--- config.mk ---
export PLATFORM = sky130hd
export DESIGN_NAME = ackermann_steer_and_odometry
export DESIGN_NICKNAME = d
export VERILOG_FILES = /design/src/ackodo_pkg.sv /design/src/ackodo_cordic.sv /design/src/ackodo_mul.sv /design/src/ackodo_div.sv /design/src/ackermann_steer_and_odometry.sv
export SDC_FILE = /design/constraint.sdc
export NUM_CORES = 2
export LEC_CHECK = 0
export BUFFER_PORTS_ARGS = -buffer_cell sky130_fd_sc_hd__buf_2
export CORE_MARGIN = 1
export CORE_UTILIZATION = 25
export DETAILED_ROUTE_END_ITERATION = 7
export GPL_TIMING_DRIVEN = 0
export PLACE_DENSITY = 0.41
export RECOVER_POWER = 100
export SLEW_MARGIN = 20
export SYNTH_ARGS = -nofsm -noshare
export SYNTH_HDL_FRONTEND = slang
export SYNTH_SLANG_ARGS = --single-unit
--- constraint.sdc ---
create_clock -name clk -period 22.9 [get_ports clk]
set_input_delay 4.58 -clock clk [delete_from_list [all_inputs] [get_ports clk]]
set_output_delay 4.58 -clock clk [all_outputs]
set_load 0.03 [all_outputs]
--- src/ackodo_pkg.sv ---
// ----------------------------------------------------------------------------
// ackodo_pkg
// Shared types, constants and the arctangent table for the Ackermann steering
// and odometry block.
// ----------------------------------------------------------------------------
package ackodo_pkg;

    localparam int CORDIC_STEPS = 16;

    localparam int CW  = 36;
    localparam int ZW  = 34;
    localparam int MW  = 64;
    localparam int MBW = 32;
    localparam int DNW = 60;
    localparam int DDW = 35;

    localparam logic signed [CW-1:0] KINV_Q30   = 36'sd652032874;
    localparam logic [MBW-1:0]       PI_Q29     = 32'd1686629713;
    localparam logic [MBW-1:0]       BAM_SCALE  = 32'd11199533;
    localparam logic [DNW-1:0]       STEP_SAT   = 60'd549755813887;
    localparam logic [DDW-1:0]       POS_DIV    = 35'd256000000;

    localparam logic [15:0] WHEEL_BASE_RESET = 16'd3745;
    localparam logic [13:0] MAX_STEER_RESET  = 14'd6431;

    localparam logic CFG_WHEEL_BASE = 1'b0;
    localparam logic CFG_MAX_STEER  = 1'b1;

    typedef enum logic [4:0] {
        S_IDLE,
        S_YV,
        S_VEC,
        S_ROT1,
        S_NUM1,
        S_NUM2,
        S_DEN,
        S_QDIV,
        S_DH,
        S_BAM,
        S_ROT2,
        S_PX1,
        S_PX2,
        S_PXDIV,
        S_PY1,
        S_PY2,
        S_PYDIV,
        S_DONE
    } state_t;

    function automatic logic [ZW-1:0] atan_entry(input logic [4:0] idx);
        logic [ZW-1:0] r;
        begin
            case (idx)
                5'd0:    r = 34'h03243F6A8;
                5'd1:    r = 34'h01DAC6705;
                5'd2:    r = 34'h00FADBAFC;
                5'd3:    r = 34'h007F56EA6;
                5'd4:    r = 34'h003FEAB76;
                5'd5:    r = 34'h001FFD55B;
                5'd6:    r = 34'h000FFFAAA;
                5'd7:    r = 34'h0007FFF55;
                5'd8:    r = 34'h0003FFFEA;
                5'd9:    r = 34'h0001FFFFD;
                5'd10:   r = 34'h0000FFFFF;
                5'd11:   r = 34'd524288;
                5'd12:   r = 34'd262144;
                5'd13:   r = 34'd131072;
                5'd14:   r = 34'd65536;
                5'd15:   r = 34'd32768;
                5'd16:   r = 34'd16384;
                5'd17:   r = 34'd8192;
                5'd18:   r = 34'd4096;
                5'd19:   r = 34'd2048;
                5'd20:   r = 34'd1024;
                5'd21:   r = 34'd512;
                5'd22:   r = 34'd256;
                5'd23:   r = 34'd128;
                5'd24:   r = 34'd64;
                5'd25:   r = 34'd32;
                5'd26:   r = 34'd16;
                5'd27:   r = 34'd8;
                5'd28:   r = 34'd4;
                5'd29:   r = 34'd2;
                5'd30:   r = 34'd1;
                default: r = 34'd0;
            endcase
            return r;
        end
    endfunction

    function automatic logic signed [31:0] sat_add32(input logic signed [31:0] a,
                                                     input logic signed [33:0] d);
        logic signed [33:0] s;
        logic signed [31:0] r;
        begin
            s = {{2{a[31]}}, a} + d;
            if (s > 34'sh07FFFFFFF)
                r = 32'sh7FFFFFFF;
            else if (s < -34'sh080000000)
                r = 32'sh80000000;
            else
                r = s[31:0];
            return r;
        end
    endfunction

endpackage

--- src/ackodo_cordic.sv ---
// ----------------------------------------------------------------------------
// ackodo_cordic
// Iterative CORDIC, one micro-rotation per cycle, vectoring or rotating mode.
// ----------------------------------------------------------------------------
module ackodo_cordic
(
    input  logic                                  clk,
    input  logic                                  rst_n,
    input  logic                                  start,
    input  logic                                  vectoring,
    input  logic signed [ackodo_pkg::CW-1:0]      x_in,
    input  logic signed [ackodo_pkg::CW-1:0]      y_in,
    input  logic signed [ackodo_pkg::ZW-1:0]      z_in,
    output logic signed [ackodo_pkg::CW-1:0]      x_out,
    output logic signed [ackodo_pkg::CW-1:0]      y_out,
    output logic signed [ackodo_pkg::ZW-1:0]      z_out,
    output logic                                  busy,
    output logic                                  done
);

    logic signed [ackodo_pkg::CW-1:0] x_reg, x_next;
    logic signed [ackodo_pkg::CW-1:0] y_reg, y_next;
    logic signed [ackodo_pkg::ZW-1:0] z_reg, z_next;
    logic signed [ackodo_pkg::CW-1:0] xs, ys;
    logic signed [ackodo_pkg::ZW-1:0] t;
    logic                             mode_reg;
    logic                             busy_reg;
    logic                             done_reg;
    logic [5:0]                       step_reg;
    logic                             rot_pos;
    logic                             last;

    always_comb
    begin
        xs      = x_reg >>> step_reg[4:0];
        ys      = y_reg >>> step_reg[4:0];
        t       = ackodo_pkg::atan_entry(step_reg[4:0]);
        rot_pos = mode_reg ? y_reg[ackodo_pkg::CW-1] : !z_reg[ackodo_pkg::ZW-1];
        last    = (step_reg == 6'(ackodo_pkg::CORDIC_STEPS - 1));
        if (rot_pos)
        begin
            x_next = x_reg - ys;
            y_next = y_reg + xs;
            z_next = z_reg - t;
        end
        else
        begin
            x_next = x_reg + ys;
            y_next = y_reg - xs;
            z_next = z_reg + t;
        end
    end

    always_ff @(posedge clk or negedge rst_n)
    begin
        if (!rst_n)
        begin
            busy_reg <= 1'b0;
            done_reg <= 1'b0;
            step_reg <= 6'd0;
        end
        else if (start)
        begin
            busy_reg <= 1'b1;
            done_reg <= 1'b0;
            step_reg <= 6'd0;
        end
        else if (busy_reg)
        begin
            step_reg <= step_reg + 6'd1;
            if (last)
            begin
                busy_reg <= 1'b0;
                done_reg <= 1'b1;
            end
        end
        else
        begin
            done_reg <= 1'b0;
        end
    end

    always_ff @(posedge clk)
    begin
        if (start)
        begin
            mode_reg <= vectoring;
            x_reg    <= x_in;
            y_reg    <= y_in;
            z_reg    <= z_in;
        end
        else if (busy_reg)
        begin
            x_reg <= x_next;
            y_reg <= y_next;
            z_reg <= z_next;
        end
    end

    assign x_out = x_reg;
    assign y_out = y_reg;
    assign z_out = z_reg;
    assign busy  = busy_reg;
    assign done  = done_reg;

endmodule

--- src/ackodo_mul.sv ---
// ----------------------------------------------------------------------------
// ackodo_mul
// Shift-add multiplier, one multiplier bit per cycle, product modulo 2^64.
// ----------------------------------------------------------------------------
module ackodo_mul
(
    input  logic                          clk,
    input  logic                          rst_n,
    input  logic                          start,
    input  logic [ackodo_pkg::MW-1:0]     a_in,
    input  logic [ackodo_pkg::MBW-1:0]    b_in,
    output logic [ackodo_pkg::MW-1:0]     product,
    output logic                          busy,
    output logic                          done
);

    logic [ackodo_pkg::MW-1:0]  a_reg;
    logic [ackodo_pkg::MBW-1:0] b_reg;
    logic [ackodo_pkg::MW-1:0]  acc_reg;
    logic                       busy_reg;
    logic                       done_reg;
    logic                       b_zero;

    assign b_zero = (b_reg == '0);

    always_ff @(posedge clk or negedge rst_n)
    begin
        if (!rst_n)
        begin
            busy_reg <= 1'b0;
            done_reg <= 1'b0;
        end
        else if (start)
        begin
            busy_reg <= 1'b1;
            done_reg <= 1'b0;
        end
        else if (busy_reg && b_zero)
        begin
            busy_reg <= 1'b0;
            done_reg <= 1'b1;
        end
        else
        begin
            done_reg <= 1'b0;
        end
    end

    always_ff @(posedge clk)
    begin
        if (start)
        begin
            a_reg   <= a_in;
            b_reg   <= b_in;
            acc_reg <= '0;
        end
        else if (busy_reg && !b_zero)
        begin
            if (b_reg[0])
            begin
                acc_reg <= acc_reg + a_reg;
            end
            a_reg <= {a_reg[ackodo_pkg::MW-2:0], 1'b0};
            b_reg <= {1'b0, b_reg[ackodo_pkg::MBW-1:1]};
        end
    end

    assign product = acc_reg;
    assign busy    = busy_reg;
    assign done    = done_reg;

endmodule

--- src/ackodo_div.sv ---
// ----------------------------------------------------------------------------
// ackodo_div
// Restoring unsigned divider, one quotient bit per cycle.
// ----------------------------------------------------------------------------
module ackodo_div
(
    input  logic                          clk,
    input  logic                          rst_n,
    input  logic                          start,
    input  logic [ackodo_pkg::DNW-1:0]    dividend,
    input  logic [ackodo_pkg::DDW-1:0]    divisor,
    output logic [ackodo_pkg::DNW-1:0]    quotient,
    output logic                          busy,
    output logic                          done
);

    logic [ackodo_pkg::DNW-1:0] num_reg;
    logic [ackodo_pkg::DDW-1:0] den_reg;
    logic [ackodo_pkg::DDW-1:0] rem_reg, rem_next;
    logic [ackodo_pkg::DDW:0]   partial;
    logic                       qbit;
    logic [5:0]                 cnt_reg;
    logic                       busy_reg;
    logic                       done_reg;
    logic                       last;

    always_comb
    begin
        partial = {rem_reg, num_reg[ackodo_pkg::DNW-1]};
        qbit    = (partial >= {1'b0, den_reg});
        if (qbit)
            rem_next = ackodo_pkg::DDW'(partial - {1'b0, den_reg});
        else
            rem_next = partial[ackodo_pkg::DDW-1:0];
        last = (cnt_reg == 6'(ackodo_pkg::DNW - 1));
    end

    always_ff @(posedge clk or negedge rst_n)
    begin
        if (!rst_n)
        begin
            busy_reg <= 1'b0;
            done_reg <= 1'b0;
            cnt_reg  <= 6'd0;
        end
        else if (start)
        begin
            busy_reg <= 1'b1;
            done_reg <= 1'b0;
            cnt_reg  <= 6'd0;
        end
        else if (busy_reg)
        begin
            cnt_reg <= cnt_reg + 6'd1;
            if (last)
            begin
                busy_reg <= 1'b0;
                done_reg <= 1'b1;
            end
        end
        else
        begin
            done_reg <= 1'b0;
        end
    end

    always_ff @(posedge clk)
    begin
        if (start)
        begin
            num_reg <= dividend;
            den_reg <= divisor;
            rem_reg <= '0;
        end
        else if (busy_reg)
        begin
            num_reg <= {num_reg[ackodo_pkg::DNW-2:0], qbit};
            rem_reg <= rem_next;
        end
    end

    assign quotient = num_reg;
    assign busy     = busy_reg;
    assign done     = done_reg;

endmodule

--- src/ackermann_steer_and_odometry.sv ---
// ----------------------------------------------------------------------------
// ackermann_steer_and_odometry
// Steering angle from speed and yaw rate, and bicycle-model dead reckoning.
// ----------------------------------------------------------------------------
// Input channel: in_valid/in_stall with linear_velocity, yaw_rate and
// elapsed_time. A transfer takes place when in_valid is high and in_stall is
// low. One result follows each input on out_valid/out_stall.
// The block works on one item at a time; in_stall stays high from a transfer
// until the result is moved to the output register. The time an item takes is
// set by the restoring divider, used three times per item, and the shift-add
// multiplier, one bit per cycle, used ten times; the first item after reset
// takes a shorter path that skips the divider.
// A finished result waits in the output register while the receiver stalls,
// and the next item is accepted in the meantime.
// Configuration: cfg_we with cfg_index 0 writes the wheel base, index 1 the
// steering limit; write only while the block is idle.
// Reset clears the pose, the first-item flag and restores the register
// defaults; the first item after reset only arms the integrator.
// ----------------------------------------------------------------------------
module ackermann_steer_and_odometry
(
    input  logic                clk,
    input  logic                rst_n,
    input  logic                in_valid,
    output logic                in_stall,
    input  logic signed [15:0]  linear_velocity,
    input  logic signed [15:0]  yaw_rate,
    input  logic [19:0]         elapsed_time,
    output logic                out_valid,
    input  logic                out_stall,
    output logic signed [14:0]  steer_angle,
    output logic                steer_valid,
    output logic                odom_updated,
    output logic signed [31:0]  pos_x,
    output logic signed [31:0]  pos_y,
    output logic [31:0]         heading,
    input  logic                cfg_we,
    input  logic                cfg_index,
    input  logic [15:0]         cfg_data
);

    ackodo_pkg::state_t state_reg, state_next;

    logic                kick_reg, kick_next;
    logic [15:0]         wheel_base_reg;
    logic [13:0]         max_steer_reg;
    logic signed [31:0]  x_reg, x_next;
    logic signed [31:0]  y_reg, y_next;
    logic [31:0]         yaw_reg, yaw_next;
    logic                seen_reg, seen_next;
    logic                upd_reg, upd_next;

    logic signed [15:0]  v_reg, v_next;
    logic signed [15:0]  w_reg, w_next;
    logic [19:0]         dt_reg, dt_next;
    logic [15:0]         av_reg, av_next;
    logic signed [14:0]  ang_reg, ang_next;
    logic [63:0]         p_reg, p_next;
    logic [34:0]         den_reg, den_next;
    logic signed [40:0]  q_reg, q_next;
    logic                flip_reg, flip_next;
    logic [16:0]         mag_c_reg, mag_c_next;
    logic                neg_c_reg, neg_c_next;
    logic [16:0]         mag_s_reg, mag_s_next;
    logic                neg_s_reg, neg_s_next;

    logic                out_valid_reg, out_valid_next;
    logic signed [14:0]  steer_angle_reg;
    logic                steer_valid_reg;
    logic                odom_updated_reg;
    logic signed [31:0]  pos_x_reg;
    logic signed [31:0]  pos_y_reg;
    logic [31:0]         heading_reg;
    logic                out_load;

    logic                              cor_start, cor_vec, cor_busy, cor_done;
    logic signed [ackodo_pkg::CW-1:0]  cor_x_in, cor_y_in, cor_x, cor_y;
    logic signed [ackodo_pkg::ZW-1:0]  cor_z_in, cor_z;
    logic                              mul_start, mul_busy, mul_done;
    logic [ackodo_pkg::MW-1:0]         mul_a, mul_p;
    logic [ackodo_pkg::MBW-1:0]        mul_b;
    logic                              div_start, div_busy, div_done;
    logic [ackodo_pkg::DNW-1:0]        div_n, div_q;
    logic [ackodo_pkg::DDW-1:0]        div_d;

    logic                accept;
    logic [15:0]         wb_eff;
    logic signed [34:0]  zr_sum;
    logic signed [17:0]  zr;
    logic signed [17:0]  lim;
    logic signed [14:0]  ang_clamp;
    logic signed [21:0]  c16w, s16w;
    logic signed [21:0]  c16a, s16a;
    logic signed [35:0]  cf, sf;
    logic [39:0]         qsat;
    logic signed [32:0]  ya, ba;
    logic                bflip;
    logic [63:0]         tdh;
    logic signed [33:0]  pstep;

    ackodo_cordic u_cordic
    (
        .clk       (clk),
        .rst_n     (rst_n),
        .start     (cor_start),
        .vectoring (cor_vec),
        .x_in      (cor_x_in),
        .y_in      (cor_y_in),
        .z_in      (cor_z_in),
        .x_out     (cor_x),
        .y_out     (cor_y),
        .z_out     (cor_z),
        .busy      (cor_busy),
        .done      (cor_done)
    );

    ackodo_mul u_mul
    (
        .clk     (clk),
        .rst_n   (rst_n),
        .start   (mul_start),
        .a_in    (mul_a),
        .b_in    (mul_b),
        .product (mul_p),
        .busy    (mul_busy),
        .done    (mul_done)
    );

    ackodo_div u_div
    (
        .clk      (clk),
        .rst_n    (rst_n),
        .start    (div_start),
        .dividend (div_n),
        .divisor  (div_d),
        .quotient (div_q),
        .busy     (div_busy),
        .done     (div_done)
    );

    assign accept = in_valid && !in_stall;
    assign wb_eff = (wheel_base_reg == 16'd0) ? 16'd1 : wheel_base_reg;

    always_comb
    begin
        zr_sum = {cor_z[ackodo_pkg::ZW-1], cor_z} + 35'sd65536;
        zr     = zr_sum[34:17];
        lim    = {4'b0, max_steer_reg};
        if (zr > lim)
            ang_clamp = lim[14:0];
        else if (zr < -lim)
            ang_clamp = 15'(-lim);
        else
            ang_clamp = zr[14:0];

        cf   = flip_reg ? -cor_x : cor_x;
        sf   = flip_reg ? -cor_y : cor_y;
        c16w = (state_reg == ackodo_pkg::S_ROT2) ? cf[35:14] : cor_x[35:14];
        s16w = (state_reg == ackodo_pkg::S_ROT2) ? sf[35:14] : cor_y[35:14];
        c16a = c16w[21] ? -c16w : c16w;
        s16a = s16w[21] ? -s16w : s16w;

        qsat = (div_q > ackodo_pkg::STEP_SAT) ? ackodo_pkg::STEP_SAT[39:0] : div_q[39:0];

        ya = {yaw_reg[31], yaw_reg};
        if (ya > 33'sh040000000)
        begin
            ba    = ya - 33'sh080000000;
            bflip = 1'b1;
        end
        else if (ya < -33'sh040000000)
        begin
            ba    = ya + 33'sh080000000;
            bflip = 1'b1;
        end
        else
        begin
            ba    = ya;
            bflip = 1'b0;
        end

        tdh   = mul_p + 64'd32768;
        pstep = (v_reg[15] ^ ((state_reg == ackodo_pkg::S_PXDIV) ? neg_c_reg : neg_s_reg))
                ? -{1'b0, div_q[32:0]} : {1'b0, div_q[32:0]};
    end

    always_comb
    begin
        state_next   = state_reg;
        x_next       = x_reg;
        y_next       = y_reg;
        yaw_next     = yaw_reg;
        seen_next    = seen_reg;
        upd_next     = upd_reg;
        v_next       = v_reg;
        w_next       = w_reg;
        dt_next      = dt_reg;
        av_next      = av_reg;
        ang_next     = ang_reg;
        p_next       = p_reg;
        den_next     = den_reg;
        q_next       = q_reg;
        flip_next    = flip_reg;
        mag_c_next   = mag_c_reg;
        neg_c_next   = neg_c_reg;
        mag_s_next   = mag_s_reg;
        neg_s_next   = neg_s_reg;
        out_load     = 1'b0;
        cor_start    = 1'b0;
        cor_vec      = 1'b0;
        cor_x_in     = ackodo_pkg::KINV_Q30;
        cor_y_in     = '0;
        cor_z_in     = '0;
        mul_start    = 1'b0;
        mul_a        = '0;
        mul_b        = '0;
        div_start    = 1'b0;
        div_n        = '0;
        div_d        = ackodo_pkg::POS_DIV;

        case (state_reg)
            ackodo_pkg::S_IDLE:
            begin
                if (accept)
                begin
                    v_next   = linear_velocity;
                    w_next   = yaw_rate;
                    dt_next  = elapsed_time;
                    av_next  = linear_velocity[15] ? 16'(-linear_velocity) : linear_velocity;
                    ang_next = '0;
                    if (linear_velocity != 16'sd0 && yaw_rate != 16'sd0)
                    begin
                        state_next = ackodo_pkg::S_YV;
                    end
                    else if (seen_reg)
                    begin
                        upd_next   = 1'b1;
                        state_next = ackodo_pkg::S_ROT1;
                    end
                    else
                    begin
                        seen_next  = 1'b1;
                        upd_next   = 1'b0;
                        state_next = ackodo_pkg::S_DONE;
                    end
                end
            end
            ackodo_pkg::S_YV:
            begin
                if (kick_reg)
                begin
                    mul_start = 1'b1;
                    mul_a     = {{48{w_reg[15]}}, w_reg};
                    mul_b     = {16'd0, wheel_base_reg};
                end
                else if (mul_done)
                begin
                    p_next     = mul_p;
                    state_next = ackodo_pkg::S_VEC;
                end
            end
            ackodo_pkg::S_VEC:
            begin
                if (kick_reg)
                begin
                    cor_start = 1'b1;
                    cor_vec   = 1'b1;
                    cor_x_in  = {4'd0, av_reg, 16'd0};
                    cor_y_in  = p_reg[35:0];
                end
                else if (cor_done)
                begin
                    ang_next = ang_clamp;
                    if (seen_reg)
                    begin
                        upd_next   = 1'b1;
                        state_next = ackodo_pkg::S_ROT1;
                    end
                    else
                    begin
                        seen_next  = 1'b1;
                        upd_next   = 1'b0;
                        state_next = ackodo_pkg::S_DONE;
                    end
                end
            end
            ackodo_pkg::S_ROT1:
            begin
                if (kick_reg)
                begin
                    cor_start = 1'b1;
                    cor_z_in  = {{2{ang_reg[14]}}, ang_reg, 17'd0};
                end
                else if (cor_done)
                begin
                    mag_c_next = (c16w <= 22'sd0) ? 17'd1 : c16w[16:0];
                    mag_s_next = s16a[16:0];
                    neg_s_next = s16w[21];
                    state_next = ackodo_pkg::S_NUM1;
                end
            end
            ackodo_pkg::S_NUM1, ackodo_pkg::S_PX1, ackodo_pkg::S_PY1:
            begin
                if (kick_reg)
                begin
                    mul_start = 1'b1;
                    mul_a     = {47'd0, (state_reg == ackodo_pkg::S_PX1) ? mag_c_reg : mag_s_reg};
                    mul_b     = {16'd0, av_reg};
                end
                else if (mul_done)
                begin
                    p_next = mul_p;
                    if (state_reg == ackodo_pkg::S_NUM1)
                        state_next = ackodo_pkg::S_NUM2;
                    else if (state_reg == ackodo_pkg::S_PX1)
                        state_next = ackodo_pkg::S_PX2;
                    else
                        state_next = ackodo_pkg::S_PY2;
                end
            end
            ackodo_pkg::S_NUM2, ackodo_pkg::S_PX2, ackodo_pkg::S_PY2:
            begin
                if (kick_reg)
                begin
                    mul_start = 1'b1;
                    mul_a     = p_reg;
                    mul_b     = {12'd0, dt_reg};
                end
                else if (mul_done)
                begin
                    p_next = mul_p;
                    if (state_reg == ackodo_pkg::S_NUM2)
                        state_next = ackodo_pkg::S_DEN;
                    else if (state_reg == ackodo_pkg::S_PX2)
                        state_next = ackodo_pkg::S_PXDIV;
                    else
                        state_next = ackodo_pkg::S_PYDIV;
                end
            end
            ackodo_pkg::S_DEN:
            begin
                if (kick_reg)
                begin
                    mul_start = 1'b1;
                    mul_a     = {47'd0, mag_c_reg};
                    mul_b     = {16'd0, wb_eff};
                end
                else if (mul_done)
                begin
                    den_next   = mul_p[34:0];
                    state_next = ackodo_pkg::S_QDIV;
                end
            end
            ackodo_pkg::S_QDIV:
            begin
                if (kick_reg)
                begin
                    div_start = 1'b1;
                    div_n     = {p_reg[53:0], 6'd0};
                    div_d     = den_reg;
                end
                else if (div_done)
                begin
                    q_next     = (v_reg[15] ^ neg_s_reg) ? -{1'b0, qsat} : {1'b0, qsat};
                    state_next = ackodo_pkg::S_DH;
                end
            end
            ackodo_pkg::S_DH:
            begin
                if (kick_reg)
                begin
                    mul_start = 1'b1;
                    mul_a     = {{23{q_reg[40]}}, q_reg};
                    mul_b     = ackodo_pkg::BAM_SCALE;
                end
                else if (mul_done)
                begin
                    yaw_next   = yaw_reg + tdh[47:16];
                    state_next = ackodo_pkg::S_BAM;
                end
            end
            ackodo_pkg::S_BAM:
            begin
                if (kick_reg)
                begin
                    mul_start = 1'b1;
                    mul_a     = {{31{ba[32]}}, ba};
                    mul_b     = ackodo_pkg::PI_Q29;
                    flip_next = bflip;
                end
                else if (mul_done)
                begin
                    p_next     = mul_p + 64'h20000000;
                    state_next = ackodo_pkg::S_ROT2;
                end
            end
            ackodo_pkg::S_ROT2:
            begin
                if (kick_reg)
                begin
                    cor_start = 1'b1;
                    cor_z_in  = p_reg[63:30];
                end
                else if (cor_done)
                begin
                    mag_c_next = c16a[16:0];
                    neg_c_next = c16w[21];
                    mag_s_next = s16a[16:0];
                    neg_s_next = s16w[21];
                    state_next = ackodo_pkg::S_PX1;
                end
            end
            ackodo_pkg::S_PXDIV, ackodo_pkg::S_PYDIV:
            begin
                if (kick_reg)
                begin
                    div_start = 1'b1;
                    div_n     = p_reg[59:0];
                    div_d     = ackodo_pkg::POS_DIV;
                end
                else if (div_done)
                begin
                    if (state_reg == ackodo_pkg::S_PXDIV)
                    begin
                        x_next     = ackodo_pkg::sat_add32(x_reg, pstep);
                        state_next = ackodo_pkg::S_PY1;
                    end
                    else
                    begin
                        y_next     = ackodo_pkg::sat_add32(y_reg, pstep);
                        state_next = ackodo_pkg::S_DONE;
                    end
                end
            end
            ackodo_pkg::S_DONE:
            begin
                if (!out_valid_reg || !out_stall)
                begin
                    out_load   = 1'b1;
                    state_next = ackodo_pkg::S_IDLE;
                end
            end
            default:
            begin
                state_next = ackodo_pkg::S_IDLE;
            end
        endcase

        kick_next = (state_next != state_reg);

        if (out_load)
            out_valid_next = 1'b1;
        else if (!out_stall)
            out_valid_next = 1'b0;
        else
            out_valid_next = out_valid_reg;
    end

    always_ff @(posedge clk or negedge rst_n)
    begin
        if (!rst_n)
        begin
            state_reg      <= ackodo_pkg::S_IDLE;
            kick_reg       <= 1'b0;
            wheel_base_reg <= ackodo_pkg::WHEEL_BASE_RESET;
            max_steer_reg  <= ackodo_pkg::MAX_STEER_RESET;
            x_reg          <= '0;
            y_reg          <= '0;
            yaw_reg        <= '0;
            seen_reg       <= 1'b0;
            out_valid_reg  <= 1'b0;
        end
        else
        begin
            state_reg     <= state_next;
            kick_reg      <= kick_next;
            x_reg         <= x_next;
            y_reg         <= y_next;
            yaw_reg       <= yaw_next;
            seen_reg      <= seen_next;
            out_valid_reg <= out_valid_next;
            if (cfg_we && cfg_index == ackodo_pkg::CFG_WHEEL_BASE)
                wheel_base_reg <= cfg_data;
            if (cfg_we && cfg_index == ackodo_pkg::CFG_MAX_STEER)
                max_steer_reg <= cfg_data[13:0];
        end
    end

    always_ff @(posedge clk)
    begin
        upd_reg   <= upd_next;
        v_reg     <= v_next;
        w_reg     <= w_next;
        dt_reg    <= dt_next;
        av_reg    <= av_next;
        ang_reg   <= ang_next;
        p_reg     <= p_next;
        den_reg   <= den_next;
        q_reg     <= q_next;
        flip_reg  <= flip_next;
        mag_c_reg <= mag_c_next;
        neg_c_reg <= neg_c_next;
        mag_s_reg <= mag_s_next;
        neg_s_reg <= neg_s_next;
        if (out_load)
        begin
            steer_angle_reg  <= ang_reg;
            steer_valid_reg  <= (v_reg != 16'sd0);
            odom_updated_reg <= upd_reg;
            pos_x_reg        <= x_reg;
            pos_y_reg        <= y_reg;
            heading_reg      <= yaw_reg;
        end
    end

    assign in_stall     = (state_reg != ackodo_pkg::S_IDLE);
    assign out_valid    = out_valid_reg;
    assign steer_angle  = steer_angle_reg;
    assign steer_valid  = steer_valid_reg;
    assign odom_updated = odom_updated_reg;
    assign pos_x        = pos_x_reg;
    assign pos_y        = pos_y_reg;
    assign heading      = heading_reg;

`ifndef NO_ASSERTIONS
    a_pose_zero_before_first: assert property (@(posedge clk) disable iff (!rst_n)
        !seen_reg |-> (x_reg == 32'sd0 && y_reg == 32'sd0 && yaw_reg == 32'd0))
        else $error("pose moved before the first item");

    a_mul_not_restarted: assert property (@(posedge clk) disable iff (!rst_n)
        mul_start |-> !mul_busy)
        else $error("multiplier started while busy");

    a_div_not_restarted: assert property (@(posedge clk) disable iff (!rst_n)
        div_start |-> !div_busy)
        else $error("divider started while busy");

    a_cordic_not_restarted: assert property (@(posedge clk) disable iff (!rst_n)
        cor_start |-> !cor_busy)
        else $error("cordic started while busy");

    a_result_loaded: assert property (@(posedge clk) disable iff (!rst_n)
        out_load |=> (out_valid && state_reg == ackodo_pkg::S_IDLE))
        else $error("finished item did not reach the output register");
`endif

endmodule
; ---- Word level (Yosys, flattened, before mapping)
; Memory sizes are Yosys's and may differ from the RTL's.
; Cells that the tools add are included.
[totals]
regBits = 923
romBits = 960
out_inout_bits = 115
wordCells = 327
memories = 1
[mem_list]
columns = memory, words, width, rd, rd_clocked_by_memory_dff, wr, line
row1 = (name not given), 32, 30, 1, 0, 0, ackodo_pkg.sv:53  ; case (idx)
[op_classes]
addsub = 26
magnitude_cmp = 11
n_eq_ne = 35
shifts = 2
mux = 149
bitwise_logic = 5
n_reduce_logical = 49
[op_table]
columns = op, count
row1 = $mux 64, 10
row2 = $pmux 64 s6, 1
row3 = $mux 36, 10
row4 = $mux 32, 8
row5 = $mux 60, 4
row6 = $mux 34, 6
row7 = $pmux 31 s6, 1
row8 = $mux 17, 10
row9 = $mux 5, 29
row10 = $pmux 64 s2, 1
row11 = $pmux 60 s2, 1
row12 = $add 34x34->34, 3
row13 = $mux 15, 6
row14 = $mux 40, 2
row15 = $add 36x36->36, 2
row16 = $neg 36->36, 2
row17 = $sshr 36x5->36, 2
row18 = $sub 36x36->36, 2
row19 = $gt 34x32->1 const B, 2
row20 = $lt 34x32->1 const B, 2
row21 = $pmux 34 s2, 1
row22 = $mux 33, 2
row23 = $pmux 5 s13, 1
row24 = $add 64x30->64 const B, 1
row25 = 64 further kinds, 168

; ---- Depth between registers and ports, before layout
[depth]
word_depth = 8
ltp_mapped = 32

; ---- Hierarchy
; Synthesis repeated with hierarchy kept, for this count alone.
[unflattened]
cells_unflattened = 7209
hier_area_um2 = 67920.1
[by_module_without_submodules]
columns = mod, n_inst, cells_each, area_per_inst_um2
row1 = ackermann_steer_and_odometry, 1, 3357, 32348.5
row2 = ackodo_cordic, 1, 2097, 17804.6
row3 = ackodo_mul, 1, 1065, 10218.6
row4 = ackodo_div, 1, 690, 7548.5

; ---- Worst setup path after synthesis
; Ideal clock, no wire load.
[synth_path]
path_type = input -> register
start = input out_stall
end = register heading_reg[0] (netlist: heading[0]), enable pin
arrival_time_ns = 10.047
required_time_ns = 22.278
slack_ns = 12.231
path_stages = 1
n_path_buf = 0
cell_sequence = a21oi_1
[synth_between]
elab_chain_len = 4
[synth_lines]
columns = element, line
row1 = start: declaration, ackermann_steer_and_odometry.sv:30  ; input logic out_stall,
row2 = $logic_not 1->1, n/a
row3 = $logic_or 1x1->1, ackermann_steer_and_odometry.sv:437  ; if (!out_valid_reg || !out_stall)
row4 = $mux 1, ackermann_steer_and_odometry.sv:437
row5 = $mux 1, ackermann_steer_and_odometry.sv:221  ; case (state_reg)
row6 = end signal: assignment, ackermann_steer_and_odometry.sv:512  ; heading_reg <= yaw_reg;
row7 = end: declaration, ackermann_steer_and_odometry.sv:73  ; logic [31:0] heading_reg;
; Every way passes these cells.
; A chain may end at the register's enable or synchronous reset.

; ---- Worst setup path in the final report
[layout_path]
start = register u_cordic.step_reg[0]
end = register u_cordic.z_reg (netlist bit u_cordic.z_out[32]), data pin
[layout_between]
elab_chain_len = 5
[layout_lines]
columns = element, line
row1 = start: declaration, ackodo_cordic.sv:29  ; logic [5:0] step_reg;
row2 = start signal: assignment, ackodo_cordic.sv:70  ; step_reg <= step_reg + 6'd1;
row3 = $mem_v2 32x30 *, n/a
row4 = $add 34x34->34 / $sub 34x34->34 (equally long branches), "ackodo_cordic.sv:50, ackodo_cordic.sv:44"
row5 = $mux 34 *, ackodo_cordic.sv:40  ; if (rot_pos)
row6 = $mux 34 *, ackodo_cordic.sv:92  ; else if (busy_reg)
row7 = $mux 34 *, ackodo_cordic.sv:85  ; if (start)
row8 = end signal: assignment, ackodo_cordic.sv:90  ; z_reg <= z_in;
row9 = end signal: assignment, ackodo_cordic.sv:96  ; z_reg <= z_next;
row10 = end: declaration, ackodo_cordic.sv:23  ; logic signed [ackodo_pkg::ZW-1:0] z_reg, z_next;
; Every way passes the cells marked *; elsewhere a longest branch is shown, timed or not. The select of a mux whose other input is x is not followed.

==> results_dict.tcl <==
set metrics [dict create \
    max_freq_mhz 71.6 \
    io_pins 189 \
    worstSetupStartpointType "register" \
    cp.required_ps 23370 \
    syn_to_final_growth_pct 14.1 \
    synth.net_count 7177 \
    worstPathMaxFanout 10 \
    skew_ps 121 \
    synth.area.top_cells "edfxtp_1 31%, ha_1 6.8%, dfrtp_1 5.4%" \
    ys_ff_latch 921 \
    die_h_um 508 \
    cts_resized 0 \
    gr-max-usage-layer "met2" \
    core_area_mm2 0.254 \
    avgSynthCellArea_um2 9.48 \
    io_buffers 188 \
    final_common_cell "nand2_1" \
    period_needed_ps 13970 \
    cts_tree "yes" \
    synthArstFlopShare 0.165 \
    syn_area_mm2 0.0640 \
    max_slew_margin -2.07 \
    place_congestion 0.972 \
    p_sw_frac 0.405 \
    cts-htree-levels 3 \
    synth_ff_type "edfxtp_1" \
    cts_setup_buffers 0 \
    regToRegStartpoint "u_cordic.step_reg[0]$_DFFE_PN0P_" \
    power.total_mw 7.08 \
    power_frac_seq 0.337 \
    antenna_found_initial 16 \
    cts_num_sinks 921 \
    drv_cap 17 \
    cts_hold_buf 0 \
    grt_pass1_vias 54115 \
    min_path_cells 2 \
    vias 56994 \
    route.detailed.drc 0 \
    power.internal_mw 4.21 \
    cts_buffers 115 \
    grtUsageMet2 0.353 \
    start_util 0.252 \
    final_core_util 0.287 \
    yosysTopAreaCellShare 0.315 \
    pwr-share-clk 0.269 \
    status "finished with violations" \
    slew_violations 534 \
    mostFrequentLayoutCells "688 x nand2_1, 670 x edfxtp_1, 569 x a21oi_1" \
    final_nets 7522 \
    tightest_slew_ps 4610 \
    root_buffer "clkbuf_16" \
    dp_hpwl_um 232000 \
    cts.clk_slew.worst_paths_ps 60 \
    crit_type "reg -> reg" \
    wl_per_cell_um 27.7 \
    row_count 185 \
    grt_max_degree 78 \
    gr-total-overflow 0 \
    yosysUniqueCellTypes 109 \
    die_area_mm2 0.258 \
    final_hold_viol_count 0 \
    vias_per_cell 5.40 \
    drt-total-wl_um 293000 \
    synth.yosys.seq_area_share 0.405 \
    die_w_um 508 \
    clock_path_buffers 3 \
    grt_pass1_wl_um 411000 \
    synth_edf_count 670 \
    timing.final.crit_share 0.610 \
    min_from "u_div.rem_reg[34]$_SDFFE_PP0P_" \
    use_met1 0.300 \
    grt_use_met3 0.0280 \
    r2r_setup_slack_ps 8930 \
    cp_slowest_cell "o311ai_0" \
    power_density_mw_per_mm2 97.0 \
    rsz0062_at_grt "no" \
    worstSkewPairLatency_ps 830 \
    min_to "u_div.rem_reg[34]$_SDFFE_PP0P_" \
    setup_viol 0 \
    syn_inst 6745 \
    cp_slowest_stage_delay_ps 1250 \
    r2r_end "u_cordic.z_out[32]$_DFFE_PP_" \
    critPathArrivalTime_ps 14440 \
    drtIter0Drc 6185 \
    ff2ff_path_depth 32 \
    synth.largest_area_cell "edfxtp_1" \
    grtUsageTotal 0.221 \
    hp-class "reg -> reg" \
    leakage_nw 27.6 \
    drive_above_1_share 0.0638 \
    p_sw_mw 2.86 \
    ant_nets 0 \
    tns_ps 0 \
    drt-pass1-iter-count 8 \
    worstSetupEndpointType "register" \
    combPwrFrac 0.394 \
    crit_top_cell "clkbuf_1" \
    synth_warnings 0 \
    ir_drop_v 0.0000791 \
    fin_hold_ws_ps 457 \
    violations "max-capacitance violations, max-slew violations" \
]
-- area by class of cell --
class | instances | area, µm²
buffer | 382 | 1510
fill | 27046 | 181000
antenna | 8 | 20.0
sequential | 921 | 25900
tap | 3366 | 4210
multi-input combinational | 5259 | 35800
clock buffer | 161 | 3190
clock inverter | 56 | 688
inverter | 183 | 688
timing repair buffer | 228 | 927
-- kinds of logic (layout without fill, tap and decap cells) --
| logic type | count (synthesis) | count (layout) | synth area share |
|---|---|---|---|
| simple gates | 2063 | 2063 | 0.152 |
| buf+inv | 565 | 1010 | 0.0350 |
| mux | 230 | 230 | 0.0524 |
| fa+ha+maj | 358 | 358 | 0.0710 |
| xor+xnor | 569 | 569 | 0.0779 |
| other cells | 0 | 8 | 0 |
| compound gates | 2039 | 2039 | 0.207 |
| flops | 921 | 921 | 0.405 |
-- metrics by stage --
| stage | cells | setup WS, ps | area, µm² |
|---|---|---|---|
| global route | 10558 | 8210 | 72900 |
| detailed placement | 10337 | 11970 | 69800 |
| CTS | 10554 | 11970 | 73700 |
| global placement | 10299 | 8980 | 69100 |
| floorplan | 6745 | 12230 | 64000 |
| finish | 10564 | 8930 | 73000 |
-- layer usage --
metal,routed length (µm),up-vias,part of all wire
li1,-,25915,-
met1,130000,28469,0.44
met2,132000,2177,0.45
met3,17600,433,0.060
met4,13200,0,0.045
met5,0,-,0
-- power groups by stage --
stage	Sequential, mW	Combinational (mW)	Clock, mW
after global placement	2.43	2.73	0
after detailed placement	2.42	2.75	0
after global routing	2.40	3.05	2.00
after floorplan	2.24	1.95	0
final	2.39	2.79	1.90
after CTS	2.39	2.76	1.95
-- synth_stat cells (13+ instances only) --
cell type and n:
xor2_1 222, nand3_1 148, dfxtp_1 99, o31ai_1 49, a21o_1 167, or2_2 30, buf_2 35, a221oi_1 44
o211ai_1 35, o31a_1 15, o21bai_1 50, o22ai_1 25, nand2_1 687, or3_1 45, mux2i_1 83, a221o_1 41
xnor2_1 347, nor4_1 63, nor3b_1 15, edfxtp_1 670, dfstp_2 14, buf_1 39, and2_1 53, a31oi_1 91
o21a_1 61, a2111oi_0 14, dfrtp_1 138, ha_1 350, clkbuf_1 299, mux4_2 65, a211oi_1 47, nor2_1 544
and3_1 88, nor2b_1 60, o21ai_0 468, nand4_1 70, nand2b_1 71, o311ai_0 28, mux2_2 73, or4_1 13
nor3_1 119, inv_1 177, a21oi_1 569, a22oi_1 56, a22o_1 140
-- worst max-delay path by stage --
stage                                           from                      endpoint  slack [ps]  cells after the start
global route        u_cordic.step_reg[0]$_DFFE_PN0P_  u_cordic.z_out[32]$_DFFE_PP_        8210                     32
global placement                           out_stall         heading[19]$_DFFE_PP_        8980                      2
detailed placement  u_cordic.step_reg[0]$_DFFE_PN0P_  u_cordic.z_out[32]$_DFFE_PP_       11970                     32
floorplan                                  out_stall          heading[0]$_DFFE_PP_       12230                      1
finish              u_cordic.step_reg[0]$_DFFE_PN0P_  u_cordic.z_out[32]$_DFFE_PP_        8930                     32
CTS                 u_cordic.step_reg[0]$_DFFE_PN0P_  u_cordic.z_out[32]$_DFFE_PP_       11970                     32
-- critical path: cells and delay by family, from the launching register on --
family	cells	cell delay, ps
buf+inv	9	4800
fa+ha+maj	2	820
compound gates	10	3870
xor+xnor	3	670
flops	1	510
simple gates	8	2970
Note: power is estimated with default switching activity, not from simulation.
